==> config.mk <==
export PLATFORM = sky130hd
export DESIGN_NAME = counting_multiset_table_unit
export DESIGN_NICKNAME = d
export VERILOG_FILES = /design/src/rtl/cmst_pkg.sv /design/src/rtl/counting_multiset_table_unit.sv /design/src/rtl/cmst_entry_store.sv
export SDC_FILE = /design/constraint.sdc
export NUM_CORES = 1
export LEC_CHECK = 0
export ABC_CLOCK_PERIOD_IN_PS = 5100
export BUFFER_PORTS_ARGS = -buffer_cell sky130_fd_sc_hd__buf_4
export CORE_MARGIN = 4
export CORE_UTILIZATION = 30
export DETAILED_ROUTE_END_ITERATION = 8
export GPL_TIMING_DRIVEN = 0
export PLACE_DENSITY_LB_ADDON = 0.12
export RECOVER_POWER = 50
export SLEW_MARGIN = 20
export SYNTH_ARGS = -nofsm -noshare
export SYNTH_HDL_FRONTEND = slang
export SYNTH_SLANG_ARGS = --single-unit
==> constraint.sdc <==
create_clock -name aclk -period 5.1 [get_ports aclk]
set_clock_uncertainty 0.15 [all_clocks]
set_input_delay 1.02 -clock aclk [delete_from_list [all_inputs] [get_ports aclk]]
set_output_delay 1.02 -clock aclk [all_outputs]
set_load 0.1 [all_outputs]
==> src/rtl/cmst_pkg.sv <==
`default_nettype none

package cmst_pkg;

    localparam int CMD_W      = 3;
    localparam int KEY_IN_W   = 32;
    localparam int POS_W      = 4;
    localparam int INST_OUT_W = 16;
    localparam int KEY_OUT_W  = 32;
    localparam int DIST_OUT_W = 5;
    localparam int TOT_OUT_W  = 20;

    localparam logic [CMD_W-1:0] CMD_INSERT    = 3'd0;
    localparam logic [CMD_W-1:0] CMD_ERASE     = 3'd1;
    localparam logic [CMD_W-1:0] CMD_ERASE_ALL = 3'd2;
    localparam logic [CMD_W-1:0] CMD_COUNT     = 3'd3;
    localparam logic [CMD_W-1:0] CMD_GET       = 3'd4;

    typedef struct packed {
        logic rd_en;
        logic wr_en;
    } mem_ctrl_t;

endpackage

`default_nettype wire

==> src/rtl/counting_multiset_table_unit.sv <==
`default_nettype none

// Counting multiset of up to CAPACITY distinct keys, kept in insertion order, each with an
// instance count. One command is worked at a time. Insert, erase, erase-all and count walk
// the stored keys through a single comparator at one entry a cycle. An erase that empties
// an entry, and every erase-all that hits, then moves the later entries down one place
// through the same read port. Get reads its position directly, without a scan. s_ready is
// high only between commands; a finished result waits in the output register while the
// next command is taken. The key memory needs no clearing after reset: only positions
// below the distinct count are ever read.
module counting_multiset_table_unit #(
    parameter int CAPACITY    = 16,
    parameter int KEY_WIDTH   = 32,
    parameter int COUNT_WIDTH = 16
) (
    input  wire logic                              aclk,
    input  wire logic                              aresetn,
    input  wire logic                              s_valid,
    output logic                                   s_ready,
    input  wire logic [cmst_pkg::CMD_W-1:0]        s_command,
    input  wire logic [cmst_pkg::KEY_IN_W-1:0]     s_key,
    input  wire logic [cmst_pkg::POS_W-1:0]        s_position,
    output logic                                   m_valid,
    input  wire logic                              m_ready,
    output logic                                   m_accepted,
    output logic                                   m_found,
    output logic      [cmst_pkg::INST_OUT_W-1:0]   m_instances,
    output logic      [cmst_pkg::KEY_OUT_W-1:0]    m_key_out,
    output logic      [cmst_pkg::DIST_OUT_W-1:0]   m_distinct_count,
    output logic      [cmst_pkg::TOT_OUT_W-1:0]    m_total_count
);

    localparam int IDX_W  = $clog2(CAPACITY);
    localparam int CNT_W  = $clog2(CAPACITY + 1);
    localparam int TOT_W  = CNT_W + COUNT_WIDTH;
    localparam int KW_MAX = (KEY_WIDTH > cmst_pkg::KEY_IN_W) ? KEY_WIDTH : cmst_pkg::KEY_IN_W;
    localparam int PW     = (CNT_W > cmst_pkg::POS_W) ? CNT_W : cmst_pkg::POS_W;
    localparam int IW_MAX = (COUNT_WIDTH > cmst_pkg::INST_OUT_W) ? COUNT_WIDTH
                                                                 : cmst_pkg::INST_OUT_W;
    localparam int DW_MAX = (CNT_W > cmst_pkg::DIST_OUT_W) ? CNT_W : cmst_pkg::DIST_OUT_W;
    localparam int TW_MAX = (TOT_W > cmst_pkg::TOT_OUT_W) ? TOT_W : cmst_pkg::TOT_OUT_W;
    localparam logic [CNT_W-1:0] CAP_C = CNT_W'(CAPACITY);

    typedef enum logic [5:0] {
        ST_IDLE  = 6'b000001,
        ST_SCAN  = 6'b000010,
        ST_FETCH = 6'b000100,
        ST_APPLY = 6'b001000,
        ST_SHIFT = 6'b010000,
        ST_DONE  = 6'b100000
    } state_t;

    state_t                            state_reg, state_next;
    logic [cmst_pkg::CMD_W-1:0]        cmd_reg, cmd_next;
    logic [KEY_WIDTH-1:0]              key_reg, key_next;
    logic [cmst_pkg::POS_W-1:0]        pos_reg, pos_next;
    logic [CNT_W-1:0]                  distinct_reg, distinct_next;
    logic [TOT_W-1:0]                  total_reg, total_next;
    logic [CNT_W-1:0]                  cnt_reg, cnt_next;
    logic                              pend_reg, pend_next;
    logic [IDX_W-1:0]                  pend_idx_reg, pend_idx_next;
    logic                              hit_reg, hit_next;
    logic [IDX_W-1:0]                  hit_idx_reg, hit_idx_next;
    logic                              pos_ok_reg, pos_ok_next;
    logic                              res_acc_reg, res_acc_next;
    logic                              res_found_reg, res_found_next;
    logic [COUNT_WIDTH-1:0]            res_inst_reg, res_inst_next;
    logic [KEY_WIDTH-1:0]              res_key_reg, res_key_next;
    logic                              m_valid_reg;

    cmst_pkg::mem_ctrl_t               mem_ctrl;
    logic [IDX_W-1:0]                  rd_addr, wr_addr;
    logic [KEY_WIDTH-1:0]              wr_key, rd_key;
    logic [COUNT_WIDTH-1:0]            wr_count, rd_count;
    logic                              match;

    logic [KW_MAX-1:0]                 key_in_ext, key_out_ext;
    logic [PW-1:0]                     pos_ext, dist_ext;
    logic [IW_MAX-1:0]                 inst_ext;
    logic [DW_MAX-1:0]                 dist_out_ext;
    logic [TW_MAX-1:0]                 tot_out_ext;
    logic                              out_free;

    cmst_entry_store #(
        .DEPTH (CAPACITY),
        .KEY_W (KEY_WIDTH),
        .CNT_W (COUNT_WIDTH)
    ) u_store (
        .aclk     (aclk),
        .ctrl     (mem_ctrl),
        .rd_addr  (rd_addr),
        .wr_addr  (wr_addr),
        .wr_key   (wr_key),
        .wr_count (wr_count),
        .cmp_key  (key_reg),
        .rd_key   (rd_key),
        .rd_count (rd_count),
        .match    (match)
    );

    assign s_ready  = (state_reg == ST_IDLE);
    assign m_valid  = m_valid_reg;
    assign out_free = !m_valid_reg || m_ready;

    always_comb begin
        key_in_ext   = KW_MAX'(s_key);
        key_out_ext  = KW_MAX'(res_key_reg);
        pos_ext      = PW'(pos_reg);
        dist_ext     = PW'(distinct_reg);
        inst_ext     = IW_MAX'(res_inst_reg);
        dist_out_ext = DW_MAX'(distinct_reg);
        tot_out_ext  = TW_MAX'(total_reg);
    end

    always_comb begin
        state_next     = state_reg;
        cmd_next       = cmd_reg;
        key_next       = key_reg;
        pos_next       = pos_reg;
        distinct_next  = distinct_reg;
        total_next     = total_reg;
        cnt_next       = cnt_reg;
        pend_next      = pend_reg;
        pend_idx_next  = pend_idx_reg;
        hit_next       = hit_reg;
        hit_idx_next   = hit_idx_reg;
        pos_ok_next    = pos_ok_reg;
        res_acc_next   = res_acc_reg;
        res_found_next = res_found_reg;
        res_inst_next  = res_inst_reg;
        res_key_next   = res_key_reg;
        mem_ctrl       = '0;
        rd_addr        = '0;
        wr_addr        = '0;
        wr_key         = key_reg;
        wr_count       = '0;

        unique case (state_reg)
            ST_IDLE: begin
                if (s_valid) begin
                    cmd_next  = s_command;
                    key_next  = key_in_ext[KEY_WIDTH-1:0];
                    pos_next  = s_position;
                    cnt_next  = '0;
                    pend_next = 1'b0;
                    hit_next  = 1'b0;
                    pos_ok_next = 1'b0;
                    if (s_command == cmst_pkg::CMD_GET) begin
                        state_next = ST_FETCH;
                    end else if (s_command == cmst_pkg::CMD_INSERT
                              || s_command == cmst_pkg::CMD_ERASE
                              || s_command == cmst_pkg::CMD_ERASE_ALL
                              || s_command == cmst_pkg::CMD_COUNT) begin
                        state_next = ST_SCAN;
                    end else begin
                        state_next = ST_APPLY;
                    end
                end
            end
            ST_SCAN: begin
                if (pend_reg && match) begin
                    hit_next     = 1'b1;
                    hit_idx_next = pend_idx_reg;
                    pend_next    = 1'b0;
                    state_next   = ST_APPLY;
                end else if (cnt_reg < distinct_reg) begin
                    mem_ctrl.rd_en = 1'b1;
                    rd_addr        = cnt_reg[IDX_W-1:0];
                    pend_next      = 1'b1;
                    pend_idx_next  = cnt_reg[IDX_W-1:0];
                    cnt_next       = cnt_reg + CNT_W'(1);
                end else begin
                    pend_next  = 1'b0;
                    state_next = ST_APPLY;
                end
            end
            ST_FETCH: begin
                if (pos_ext < dist_ext) begin
                    mem_ctrl.rd_en = 1'b1;
                    rd_addr        = pos_ext[IDX_W-1:0];
                    pos_ok_next    = 1'b1;
                end
                state_next = ST_APPLY;
            end
            ST_APPLY: begin
                res_acc_next   = 1'b0;
                res_found_next = 1'b0;
                res_inst_next  = '0;
                res_key_next   = '0;
                state_next     = ST_DONE;
                unique case (cmd_reg)
                    cmst_pkg::CMD_INSERT: begin
                        if (hit_reg) begin
                            res_found_next = 1'b1;
                            if (!(&rd_count)) begin
                                mem_ctrl.wr_en = 1'b1;
                                wr_addr        = hit_idx_reg;
                                wr_count       = rd_count + COUNT_WIDTH'(1);
                                total_next     = total_reg + TOT_W'(1);
                                res_acc_next   = 1'b1;
                                res_inst_next  = rd_count + COUNT_WIDTH'(1);
                            end else begin
                                res_inst_next = rd_count;
                            end
                        end else if (distinct_reg < CAP_C) begin
                            mem_ctrl.wr_en = 1'b1;
                            wr_addr        = distinct_reg[IDX_W-1:0];
                            wr_count       = COUNT_WIDTH'(1);
                            distinct_next  = distinct_reg + CNT_W'(1);
                            total_next     = total_reg + TOT_W'(1);
                            res_acc_next   = 1'b1;
                            res_inst_next  = COUNT_WIDTH'(1);
                        end
                    end
                    cmst_pkg::CMD_ERASE: begin
                        if (hit_reg) begin
                            res_found_next = 1'b1;
                            res_inst_next  = COUNT_WIDTH'(1);
                            total_next     = total_reg - TOT_W'(1);
                            if (rd_count > COUNT_WIDTH'(1)) begin
                                mem_ctrl.wr_en = 1'b1;
                                wr_addr        = hit_idx_reg;
                                wr_count       = rd_count - COUNT_WIDTH'(1);
                            end else begin
                                cnt_next   = CNT_W'(hit_idx_reg) + CNT_W'(1);
                                pend_next  = 1'b0;
                                state_next = ST_SHIFT;
                            end
                        end
                    end
                    cmst_pkg::CMD_ERASE_ALL: begin
                        if (hit_reg) begin
                            res_found_next = 1'b1;
                            res_inst_next  = rd_count;
                            total_next     = total_reg - TOT_W'(rd_count);
                            cnt_next       = CNT_W'(hit_idx_reg) + CNT_W'(1);
                            pend_next      = 1'b0;
                            state_next     = ST_SHIFT;
                        end
                    end
                    cmst_pkg::CMD_COUNT: begin
                        if (hit_reg) begin
                            res_found_next = 1'b1;
                            res_inst_next  = rd_count;
                        end
                    end
                    cmst_pkg::CMD_GET: begin
                        if (pos_ok_reg) begin
                            res_found_next = 1'b1;
                            res_inst_next  = rd_count;
                            res_key_next   = rd_key;
                        end
                    end
                    default: begin
                    end
                endcase
            end
            ST_SHIFT: begin
                if (pend_reg) begin
                    mem_ctrl.wr_en = 1'b1;
                    wr_addr        = pend_idx_reg - IDX_W'(1);
                    wr_key         = rd_key;
                    wr_count       = rd_count;
                end
                if (cnt_reg < distinct_reg) begin
                    mem_ctrl.rd_en = 1'b1;
                    rd_addr        = cnt_reg[IDX_W-1:0];
                    pend_next      = 1'b1;
                    pend_idx_next  = cnt_reg[IDX_W-1:0];
                    cnt_next       = cnt_reg + CNT_W'(1);
                end else begin
                    pend_next = 1'b0;
                    if (!pend_reg) begin
                        distinct_next = distinct_reg - CNT_W'(1);
                        state_next    = ST_DONE;
                    end
                end
            end
            ST_DONE: begin
                if (out_free) begin
                    state_next = ST_IDLE;
                end
            end
            default: begin
                state_next = ST_IDLE;
            end
        endcase
    end

    always_ff @(posedge aclk) begin
        if (!aresetn) begin
            state_reg    <= ST_IDLE;
            distinct_reg <= '0;
            total_reg    <= '0;
            cnt_reg      <= '0;
            pend_reg     <= 1'b0;
            hit_reg      <= 1'b0;
            pos_ok_reg   <= 1'b0;
            m_valid_reg  <= 1'b0;
        end else begin
            state_reg    <= state_next;
            distinct_reg <= distinct_next;
            total_reg    <= total_next;
            cnt_reg      <= cnt_next;
            pend_reg     <= pend_next;
            hit_reg      <= hit_next;
            pos_ok_reg   <= pos_ok_next;
            if (state_reg == ST_DONE && out_free) begin
                m_valid_reg <= 1'b1;
            end else if (m_ready) begin
                m_valid_reg <= 1'b0;
            end
        end
    end

    always_ff @(posedge aclk) begin
        cmd_reg       <= cmd_next;
        key_reg       <= key_next;
        pos_reg       <= pos_next;
        pend_idx_reg  <= pend_idx_next;
        hit_idx_reg   <= hit_idx_next;
        res_acc_reg   <= res_acc_next;
        res_found_reg <= res_found_next;
        res_inst_reg  <= res_inst_next;
        res_key_reg   <= res_key_next;
        // load the result beat once the output register is free
        if (state_reg == ST_DONE && out_free) begin
            m_accepted       <= res_acc_reg;
            m_found          <= res_found_reg;
            m_instances      <= inst_ext[cmst_pkg::INST_OUT_W-1:0];
            m_key_out        <= key_out_ext[cmst_pkg::KEY_OUT_W-1:0];
            m_distinct_count <= dist_out_ext[cmst_pkg::DIST_OUT_W-1:0];
            m_total_count    <= tot_out_ext[cmst_pkg::TOT_OUT_W-1:0];
        end
    end

    a_distinct_bound: assert property (@(posedge aclk) disable iff (!aresetn)
        distinct_reg <= CAP_C)
        else $error("distinct count above capacity");

    a_total_covers_distinct: assert property (@(posedge aclk) disable iff (!aresetn)
        (state_reg != ST_SHIFT) |-> (TW_MAX'(distinct_reg) <= TW_MAX'(total_reg)))
        else $error("total count below distinct count");

    a_write_when_working: assert property (@(posedge aclk) disable iff (!aresetn)
        mem_ctrl.wr_en |-> (state_reg == ST_APPLY || state_reg == ST_SHIFT))
        else $error("entry write outside apply or shift");

    a_busy_after_accept: assert property (@(posedge aclk) disable iff (!aresetn)
        (s_valid && s_ready) |=> !s_ready)
        else $error("second command taken while busy");

    a_result_loaded: assert property (@(posedge aclk) disable iff (!aresetn)
        (state_reg == ST_DONE && out_free) |=> (m_valid && state_reg == ST_IDLE))
        else $error("result beat not presented");

endmodule

`default_nettype wire

==> src/rtl/cmst_entry_store.sv <==
`default_nettype none

module cmst_entry_store #(
    parameter int DEPTH = 16,
    parameter int KEY_W = 32,
    parameter int CNT_W = 16
) (
    input  wire logic                     aclk,
    input  wire cmst_pkg::mem_ctrl_t      ctrl,
    input  wire logic [$clog2(DEPTH)-1:0] rd_addr,
    input  wire logic [$clog2(DEPTH)-1:0] wr_addr,
    input  wire logic [KEY_W-1:0]         wr_key,
    input  wire logic [CNT_W-1:0]         wr_count,
    input  wire logic [KEY_W-1:0]         cmp_key,
    output logic      [KEY_W-1:0]         rd_key,
    output logic      [CNT_W-1:0]         rd_count,
    output logic                          match
);

    logic [KEY_W+CNT_W-1:0] mem [DEPTH];
    logic [KEY_W+CNT_W-1:0] rd_data_reg;

    always_ff @(posedge aclk) begin
        if (ctrl.wr_en) begin
            mem[wr_addr] <= {wr_key, wr_count};
        end
        if (ctrl.rd_en) begin
            rd_data_reg <= mem[rd_addr];
        end
    end

    assign rd_key   = rd_data_reg[KEY_W+CNT_W-1:CNT_W];
    assign rd_count = rd_data_reg[CNT_W-1:0];
    assign match    = (rd_key == cmp_key);

endmodule

`default_nettype wire

==> results.sh <==
export IMPL_status="complete, but fails checks"
export IMPL_failing_checks="max-capacitance violations, max-slew violations"
export IMPL_timing_critical_path_cells="xor2_1, nor4_4, nand3_1, or4_4, a32oi_4, buf_2, buf_4, clkbuf_4, mux2i_1, o22ai_1, or4_1"
export IMPL_cts_sink_count=1028
export IMPL_rsz_0062_raised_after_global_routing="yes"
export IMPL_syn_cell_area_sq_mm=0.0417
export IMPL_detail_route_wl_per_cell_microns=26.2
export IMPL_post_route_util_pct=36.2
export IMPL_synthFlopType="sky130_fd_sc_hd__edfxtp_1"
export IMPL_power_per_cell_area_mw_per_mm2=369
export IMPL_via_total_after_detailed_routing=24600
export IMPL_achievable_frequency_ghz=0.200
export IMPL_gr_usage_met2_pct=28.3
export IMPL_maxSlewHeadroom_pct=-45.2
export IMPL_grt_overflow_total=0
export IMPL_worstPathArrival_ns=5.28
export IMPL_tritoncts_num_buffers=114
export IMPL_worst_setup_path_type="reg2reg"
export IMPL_viasPerCell=5.05
export IMPL_detailed_route_wl_mm=128
export IMPL_vdd_ir_drop_worst_mv=0.262
export IMPL_worst_path_max_delay_cell="sky130_fd_sc_hd__or4_1"
export IMPL_syn_nets=2763
export IMPL_cp_end_kind="flop"
export IMPL_globalRouteMet1Util_pct=23.6
export IMPL_critical_path_top_delay_family="simple AND/OR/NAND/NOR gates"
export IMPL_drt_drc_violations_left=0
export IMPL_timing_critical_path_fanout_max=10
export IMPL_vias_in_the_first_global_route=24800
export IMPL_gr_max_usage_layer="met2"
export IMPL_final_common_cell="sky130_fd_sc_hd__edfxtp_1"
export IMPL_io_pins=120
export IMPL_clockRootBuffer="sky130_fd_sc_hd__clkbuf_16"
export IMPL_clockBufferDepth=3
export IMPL_hold_viol=0
export IMPL_die_y_microns=381
export IMPL_synth_cell_types=66
export IMPL_areaGrowthSynthToFinish_pct=19.7
export IMPL_hold_path_cell_cnt=0
export IMPL_p_total_w=0.0184
export IMPL_leakagePower_nw=18.6
export IMPL_globalRouteTotalUtil_pct=17.2
export IMPL_synth_ff_latch_count=1028
export IMPL_largest_register_ffs=768
export IMPL_setup_viol_count_final=0
export IMPL_max_cap_viol_count=1
export IMPL_postRouteAntennaNets=0
export IMPL_cp_buffers_inverters=3
export IMPL_clkTransAtPathRegs_ns=0.06
export IMPL_timing_reg2reg_worst_path_depth=11
export IMPL_dp_hpwl_mm=88.1
export IMPL_share_of_post_route_cells_with_drive_strength_above_1_pct=13.3
export IMPL_multiInputGateArea_sq_mm=0.0107
export IMPL_crit_path_start_kind="flop"
export IMPL_holdWs_ns=0.267
export IMPL_num_rows=136
export IMPL_seq_area_frac_synth_pct=73.1
export IMPL_worst_pin_slew_ns=2.17
export IMPL_grt_antenna_before_repair=7
export IMPL_grt_pass1_wl_mm=182
export IMPL_grt_util_met3_pct=2.76
export IMPL_syn_instance_count=2683
export IMPL_async_reset_ff_share_pct=0
export IMPL_fp_dieArea_sq_mm=0.145
export IMPL_timing_critical_path_slowest_cell_delay_ns=0.65
export IMPL_largest_net_degree_at_the_start_of_global_routing=31
export IMPL_worstHoldPathType="reg2reg"
export IMPL_critical_path_depth=11
export IMPL_worst_endpoint_required_ns=5.36
export IMPL_die_width_microns=381
export IMPL_most_frequent_cells_in_the_layout="988 x sky130_fd_sc_hd__edfxtp_1, 291 x sky130_fd_sc_hd__mux2i_1, 192 x sky130_fd_sc_hd__a211oi_1, 187 x sky130_fd_sc_hd__nand2_1, 178 x sky130_fd_sc_hd__clkbuf_1"
export IMPL_synth_enable_flop_cells=988
export IMPL_clkLatencyLatePin_ns=0.73
export IMPL_final_period_demand_of_the_worst_path_ns=5.01
export IMPL_drt_pass1_iter_count=6
export IMPL_cts_tree="done"
export IMPL_initial_core_util_pct=30.3
export IMPL_gp_routability_congestion=0.855
export IMPL_ff_latch_area_sq_mm=0.0305
export IMPL_core_sq_mm=0.138
export IMPL_final_nets=3072
export IMPL_holdBufCountCts=0
export IMPL_placement_io_buffers=119
export IMPL_drtIter0Drc=1974
export IMPL_mean_cell_area_of_the_mapped_netlist_sq_um=15.5
export IMPL_post_route_period_util_pct=98.3
export IMPL_cts_htree_levels=3
export IMPL_max_slew_vio_count=23
export IMPL_fillerInstances=13100
export IMPL_synthesis_yosys_warnings=0
export IMPL_antenna_cells=0
synth_stat cells (all sizes together) (10+ instances only):
library cell	count	area (sq um)
mux2i	291	2910
dfxtp	40	801
a21boi	14	105
edfxtp	988	29700
or4	51	387
o22ai	105	657
a21o	23	173
xnor2	21	184
nand2	189	712
inv	29	109
a211oi	192	1440
a21oi	56	284
and2	48	300
nor4	16	106
nor2b	105	657
nor3	11	55.1
ha	35	438
nor2	71	267
o21ai	76	380
nand2b	10	62.6
xor2	40	350
nand3	18	90.1
buf	71	372
clkbuf	79	297
layout make-up:
type / count / share of cell area (%)
Timing Repair Buffer: 194 / 3.83
Sequential cell: 1028 / 61.0
Multi-Input combinational cell: 1476 / 21.4
Clock buffer: 150 / 6.30
Tap cell: 1794 / 4.50
Inverter: 29 / 0.226
Clock inverter: 63 / 1.23
Buffer: 149 / 1.49
cell families (layout without fill, tap and decap cells):
group           Yosys count  in the layout  synth area share (%)
compound gates          530            530                  8.65
xor+xnor                 61             61                  1.28
fa+ha+maj                37             37                  1.15
buf+inv                 179            585                  1.86
flops                  1028           1028                  73.1
mux                     293            293                  7.04
simple gates            555            555                  6.95
per-layer routing:
| metal | share of wire (%) | wire, microns |
|---|---|---|
| met1 | 45 | 58100 |
| met2 | 47 | 60300 |
| met3 | 4.8 | 6080 |
| met4 | 2.6 | 3360 |
| met5 | 0 | 0 |
report_power, final:
group	switching, W	total [W]	internal, W
clock network	0.00338	0.00822	0.00484
registers	0.0000720	0.00948	0.00940
logic	0.000581	0.000731	0.000150
timing repair:
action	in CTS	in global routing
gates resized for setup	27	26
pin swaps	10	3
setup endpoints to repair	295	327
setup buffers	12	8
worst paths after layout:
path,start,end,slack (ns)
min reg2reg,key_out_ext[11],m_key_out[11],0.27
min,key_out_ext[11],m_key_out[11],0.27
max,key_reg[26],u_store.rd_data_reg[0],0.09
max reg2reg,key_reg[26],u_store.rd_data_reg[0],0.09
through the flow:
| step | instance area (sq um) | setup TNS, ns | setup WS (ns) | cells |
|---|---|---|---|---|
| 2_1_floorplan | 41700 | -165.73 | -0.421 | 2683 |
| 3_3_place_gp | 44900 | -3726.64 | -5.43 | 4596 |
| 3_5_place_dp | 46100 | -72.98 | -0.993 | 4651 |
| 4_1_cts | 50100 | 0 | 0.00238 | 4876 |
| 5_1_grt | 49900 | -0.00533 | -0.00533 | 4883 |
| 6_report | 49900 | 0 | 0.0891 | 4883 |
Power figures use the tool's default switching activity.
